**config.mk**
```make
export PLATFORM = sky130hd
export DESIGN_NAME = are_ram
export DESIGN_NICKNAME = d
export VERILOG_FILES = /design/src/rtl/assert_macros.svh /design/src/rtl/are_ram.sv
export SDC_FILE = /design/constraint.sdc
export NUM_CORES = 1
export LEC_CHECK = 0
export BUFFER_PORTS_ARGS = -buffer_cell sky130_fd_sc_hd__buf_2
export CAP_MARGIN = 20
export CORE_UTILIZATION = 55
export DETAILED_ROUTE_END_ITERATION = 6
export PLACE_DENSITY = 0.72
export REMOVE_ABC_BUFFERS = 1
export SLEW_MARGIN = 10
export SYNTH_ARGS = -nofsm -noshare
export SYNTH_HDL_FRONTEND = slang
export SYNTH_SLANG_ARGS = --single-unit
```
**constraint.sdc**
```tcl
create_clock -name clk_i -period 4.5 [get_ports clk_i]
set_clock_uncertainty 0.15 [all_clocks]
set_input_delay 0.225 -clock clk_i [delete_from_list [all_inputs] [get_ports clk_i]]
set_output_delay 0.225 -clock clk_i [all_outputs]
set_load 0.05 [all_outputs]
```
**src/rtl/assert_macros.svh**
```systemverilog
// Assertion macros shared by the RTL files.
`ifndef ASSERT_MACROS_SVH
`define ASSERT_MACROS_SVH

// Check a property on every rising edge outside reset.
`define ARE_ASSERT(lbl, prop, msg) \
  lbl: assert property (@(posedge clk_i) disable iff (!rst_ni) prop) else $error(msg);

// Check that a condition leads to a consequence in the next cycle.
`define ARE_ASSERT_NEXT(lbl, ante, cons, msg) \
  lbl: assert property (@(posedge clk_i) disable iff (!rst_ni) (ante) |=> (cons)) else $error(msg);

`endif

```
**src/rtl/are_ram.sv**
```systemverilog
// Simple dual-port RAM with one write port and one registered read port.
module are_ram #(
  parameter int WIDTH = 16,
  parameter int DEPTH = 16,
  parameter int AW    = (DEPTH > 1) ? $clog2(DEPTH) : 1
) (
  input  logic             clk_i,
  input  logic             we_i,
  input  logic [AW-1:0]    waddr_i,
  input  logic [WIDTH-1:0] wdata_i,
  input  logic             re_i,
  input  logic [AW-1:0]    raddr_i,
  output logic [WIDTH-1:0] rdata_o
);

  logic [WIDTH-1:0] mem [DEPTH];

  always_ff @(posedge clk_i) begin
    if (we_i) begin
      mem[waddr_i] <= wdata_i;
    end
  end

  always_ff @(posedge clk_i) begin
    if (re_i) begin
      rdata_o <= mem[raddr_i];
    end
  end

endmodule

```
==> impl_metrics.toml, run 1 <==
[run_status]
outcome = "finished, violations left"
violations = "DRC"

[route]
drc = 6
via_per_inst = 6.24
drt_iter0_markers = 396
drt_first_pass_iters = 6
ant_nets = 0
totalWireLength_mm = 20.5
num_vias = 4801
wl_per_cell_um = 26.6

[worst_hold_path]
holdPathStages = 2
hold_path.class = "input pin to flop"

[clock_network]
cts_root_buf = "clkbuf_16"
insertion_delay_ps = 520
postCtsResizedCells = 0
cts_made_buffers = 27
h-tree-depth = 1
clock_path_buffers = 3
cts.sinks = 272
cts_tree = "done"
clk_pin_slew_ps = 60

[sta]
fin_crit_ps = 2060
worstMarginPinSlew_ps = 1020
relSlewSlack = 0.320
rsz0062_at_grt = "false"
finalMaxSlewViolations = 0
post-route-period-util = 0.458
fin_tns_setup_ps = 0
fmax_ghz = 0.486
hold_ws_ps = 72.1
hold_viol_final = 0
setup_viol = 0

[pwr]
p_sw_uw = 1070
power_density_nw_per_um2 = 449
peakVddDrop_uv = 310
p_clk_frac = 0.403
p_sw_frac = 0.203
p_int_uw = 4230
power_frac_seq = 0.541
p_leak_uw = 0.00386
finalPower_uw = 5300
comb_power_share = 0.055

[critical_path]
start_kind = "input pin"
crit_required_ps = 4620
cp_data_arrival_time_ps = 2180
critPathCaptureType = "flop"
ff2ff_path_depth = 3
crit_type = "input pin to flop"
critical_path.max_fanout = 48

[logic_synthesis]
netlist-cell-type-count = 18
synth_flop_cell = "edfxtp_1"
yosysTopAreaCell = "edfxtp_1"
syn_avg_cell_area_um2 = 23.6
synth_top_area_frac = 0.800
synth_commonest_cells = "edfxtp_1 (272), mux4_2 (54), a22oi_1 (32), nand2_1 (17), nor2_1 (13)"
synth_area_um2 = 10200
yosysWarnings = 0
synth_seq_cells = 272
syn_inst = 432
async_reset_ff_frac = 0
synth.area.top_cells = "edfxtp_1 (80%), mux4_2 (12%), mux4_1 (2.6%)"
synth_enable_flop_cells = 272
synth.most_common_cell = "edfxtp_1"
synth_seq_area_share = 0.800

[floorplan]
io-pin-count = 43
initial_core_util = 0.564
dieArea_um2 = 19100
die_y_um = 138
die_x_um = 138
core_area_um2 = 18100
rows = 49

[placement]
dp_hpwl_mm = 11.1
gp_congestion = 0.740
port_buffers = 42
dp_cells = 704

[global_route]
grt_pass1_wl_mm = 30.5
grt_pass1_vias = 4938
overflow = 0
grt_max_degree = 49
antenna_found_initial = 0
grt_use_total = 0.223

[layout]
seq_area_um2 = 8170
nNetsFinal = 547
multi_input_area_um2 = 1960
drive_gt1_frac = 0.317
fin_cells = 769
antennaDiodeCount = 0
area_delta_synth_final_pct = 15.6
fillers = 1141

[job]
drv_cap = 0
==> worst paths after layout <==
kind,start,endpoint,slack [ps]
max,raddr_i[0],rdata_o[11]$_DFFE_PP_,2440
min,waddr_i[1],mem[8][14]$_DFFE_PP_,70
min reg2reg,mem[14][2]$_DFFE_PP_,rdata_o[2]$_DFFE_PP_,590
max reg2reg,mem[9][9]$_DFFE_PP_,rdata_o[9]$_DFFE_PP_,2880
==> critical path, stage by stage <==
cell and delay [ps]:
buf_4 680, buf_4 370, mux4_1 590, a22oi_1 220, nand2_1 70
==> repair_timing <==
item | CTS | global route
hold endpoints to repair | 256 | 0
hold buffers | 16 | 0
setup buffers | 0 | 0
==> kinds of logic after synthesis <==
kind of cell | share of synthesized area
AOI/OAI and AO/OA | 0.0235
buffers and inverters | 0.0121
DFF | 0.800
muxes | 0.145
and+or+nand+nor | 0.0189
==> metrics by stage <==
step	utilization	worst slack, ps	instance area (um2)
final	0.652	2440	11800
after global routing	0.652	2250	11800
after CTS	0.652	2390	11800
after detailed placement	0.597	1820	10800
after global placement	0.597	1930	10800
after floorplan	-	2070	10100
==> power by group through the flow <==
stage	registers (uW)	logic [uW]	clock network, uW
2_1_floorplan	2960	110	0
3_3_place_gp	2920	275	0
3_5_place_dp	2920	286	0
4_1_cts	2870	297	2170
5_1_grt	2870	314	2260
6_report	2870	294	2140
==> layer usage <==
metal | wire length (um) | up-vias | GRT usage
li1 | - | 2030 | -
met1 | 8630 | 2546 | 0.318
met2 | 9950 | 184 | 0.358
met3 | 1310 | 41 | 0.0333
met4 | 575 | 0 | 0.0792
met5 | 0 | - | 0
==> state kept, by name (all words and copies together) (netlist names) <==
register,cells
rdata_o,16
mem,256
==> layout make-up <==
cell class	instances	area share
Sequential cell	272	0.692
Multi-Input combinational cell	139	0.166
Clock buffer	31	0.0585
Timing Repair Buffer	80	0.0456
Tap cell	229	0.0243
Clock inverter	18	0.0130
==> cell usage in the layout (no fill, tap or decap), drive strengths merged <==
cell type | netlist | layout
nor3 | 4 | 4
clkbuf | 8 | 31
nor2b | 2 | 2
or3b | 1 | 1
dlygate4sd3 | 0 | 16
nor2 | 13 | 13
and2 | 1 | 1
nand3b | 2 | 2
bufinv | 0 | 3
clkinv | 0 | 15
nand3 | 1 | 1
nand2 | 17 | 17
mux4 | 64 | 64
edfxtp | 272 | 272
a22oi | 32 | 32
buf | 13 | 64
nand2b | 2 | 2
No activity file was read; power rests on OpenSTA's default activity.
==> run 2, diff against run 1 <==
Settings changed: PLACE_DENSITY 0.72 to 0.75.
Clock period 4.5 ns to 1.74 ns, I/O delays scaled along.
==> run 2 against run 1 <==
Against the previous run: the flow still finishes with violations (DRC); clock power rose to 2.6 times the previous value; non-clock buffer count rose by 19; core utilization increased by 2.2 points; first-iteration DRC count grew 38%; final cell count increased by 2.1%; critical path depth shrank 2; power increased to 2.6 times the previous value; count of clock-buffer cells in the layout decreased by 1; wire length up 4.4%; via count is 2.2% higher; sequential share of layout area is 2.2 points lower; combinational power grew to 2.8 times the previous value.
==> impl_metrics.toml, run 2 (synthesized netlist as in run 1, its figures left out) <==
[sta]
post-route-period-util = 0.962
fin_crit_ps = 1670
relSlewSlack = 0.241
worstMarginPinSlew_ps = 1130
finalMaxSlewViolations = 0
hold_viol_final = 0
fmax_ghz = 0.598
setup_viol = 0
fin_tns_setup_ps = 0
rsz0062_at_grt = "false"

[placement]
dp_cells = 720
dp_hpwl_mm = 11.7
port_buffers = 42
gp_congestion = 0.776
postPlaceCellArea_um2 = 11100

[critical_path]
cp_cell_sequence = "mux4_1 -> a22oi_1 -> nand2_1"
crit_family = "multiplexers"
crit_buf_inv = 0
start_kind = "flop"
max_stage_delay_ps = 550
crit_required_ps = 1850
cp_data_arrival_time_ps = 1780
crit_type = "flop to flop"
critPathCaptureType = "flop"
critical_path.max_fanout = 1
crit_slowest_cell = "mux4_1"

[run_status]
violations = "DRC"
outcome = "finished, violations left"

[clock_network]
insertion_delay_ps = 540
cts_hold_buf = 19
clock_path_buffers = 3
cts.sinks = 272
postCtsResizedCells = 0
post_cts.repair.setup_buffers = 0
clk_pin_slew_ps = 60
cts_root_buf = "clkbuf_16"
h-tree-depth = 1
cts_made_buffers = 26
cts_tree = "done"

[pwr]
p_leak_uw = 0.00403
finalPower_uw = 13900
peakVddDrop_uv = 817
power_density_nw_per_um2 = 1140

[route]
totalWireLength_mm = 21.4
via_per_inst = 6.25
drc = 8
drt_first_pass_iters = 7
num_vias = 4909
drt_iter0_markers = 548
wl_per_cell_um = 27.2
ant_nets = 0

[floorplan]
io-pin-count = 43
rows = 49
dieArea_um2 = 19100
die_x_um = 138
core_area_um2 = 18100
initial_core_util = 0.564
die_y_um = 138

[layout]
seq_area_um2 = 8170
multi_input_area_um2 = 1960
fillers = 1112
reg.largest.list = "mem: 256 flops, rdata_o: 16 flops"
drive_gt1_frac = 0.338
final_cell_mix = "edfxtp_1 (272), mux4_2 (54), buf_2 (41), a22oi_1 (32), clkbuf_16 (27)"
antennaDiodeCount = 0
fin_area_um2 = 12200
final_common_cell = "edfxtp_1"
largest-register = "mem"
area_delta_synth_final_pct = 19.5
nNetsFinal = 565
fin_cells = 785
largest_register_ffs = 256
final_util = 0.674

[worst_hold_path]
hold_path.class = "input pin to flop"

[global_route]
antenna_found_initial = 0
grt_pass1_vias = 5094
grt_max_degree = 24
grt_pass1_wl_mm = 31.7
grt_use_total = 0.233
overflow = 0

[job]
drv_cap = 0
run 2: cell types whose count changed in the layout (fill, tap and decap cells not counted):
cell	before	now
buf_12	0	18
clkinv_1	9	6
dlygate4sd3_1	16	19
buf_4	23	21
bufinv_16	3	4
clkbuf_1	4	3
run 2: stage by stage:
step / hold WS [ps] / worst slack, ps
2_1_floorplan: 35.9 / -552
3_3_place_gp: 294 / -80.8
3_5_place_dp: 323 / -87.5
4_1_cts: 105 / 50.3
5_1_grt: 140 / 40.2
6_report: 119 / 66.8
run 2: final cells by class:
type	instances	area share
well taps	229	0.0235
clock buffers	30	0.0564
flip-flops and latches	272	0.670
repair buffers	99	0.0749
clock inverters	16	0.0142
multi-input cells	139	0.161
run 2: worst paths after layout:
path | startpoint | end | slack (ps) | cells after the start
setup / recovery | mem[9][9]$_DFFE_PP_ | rdata_o[9]$_DFFE_PP_ | 70 | 3
hold reg to reg | mem[6][12]$_DFFE_PP_ | rdata_o[12]$_DFFE_PP_ | 610 | 3
hold / removal | raddr_i[1] | rdata_o[11]$_DFFE_PP_ | 120 | 4
setup reg to reg | mem[9][9]$_DFFE_PP_ | rdata_o[9]$_DFFE_PP_ | 70 | 3
run 2: worst min-delay path: cells and delay by family:
kind                   cells  cell delay, ps
AO/OA/AOI/OAI              1              60
AND/OR/NAND/NOR            1              60
multiplexers               1             250
buffers and inverters      1             210
run 2: metal layers:
| metal | part of all wire | vias up | track usage | wire length (um) |
|---|---|---|---|---|
| li1 | - | 2067 | - | - |
| met1 | 0.39 | 2582 | 0.316 | 8320 |
| met5 | 0 | - | 0 | 0 |
| met3 | 0.068 | 39 | 0.0350 | 1450 |
| met2 | 0.52 | 221 | 0.393 | 11100 |
| met4 | 0.024 | 0 | 0.0781 | 507 |
run 2: report_power, final:
group	internal (uW)	switching, uW	total (uW)	leakage [uW]
clock	3400	2260	5650	0.000426
sequential	7380	42.9	7420	0.00247
combinational	331	496	827	0.00113
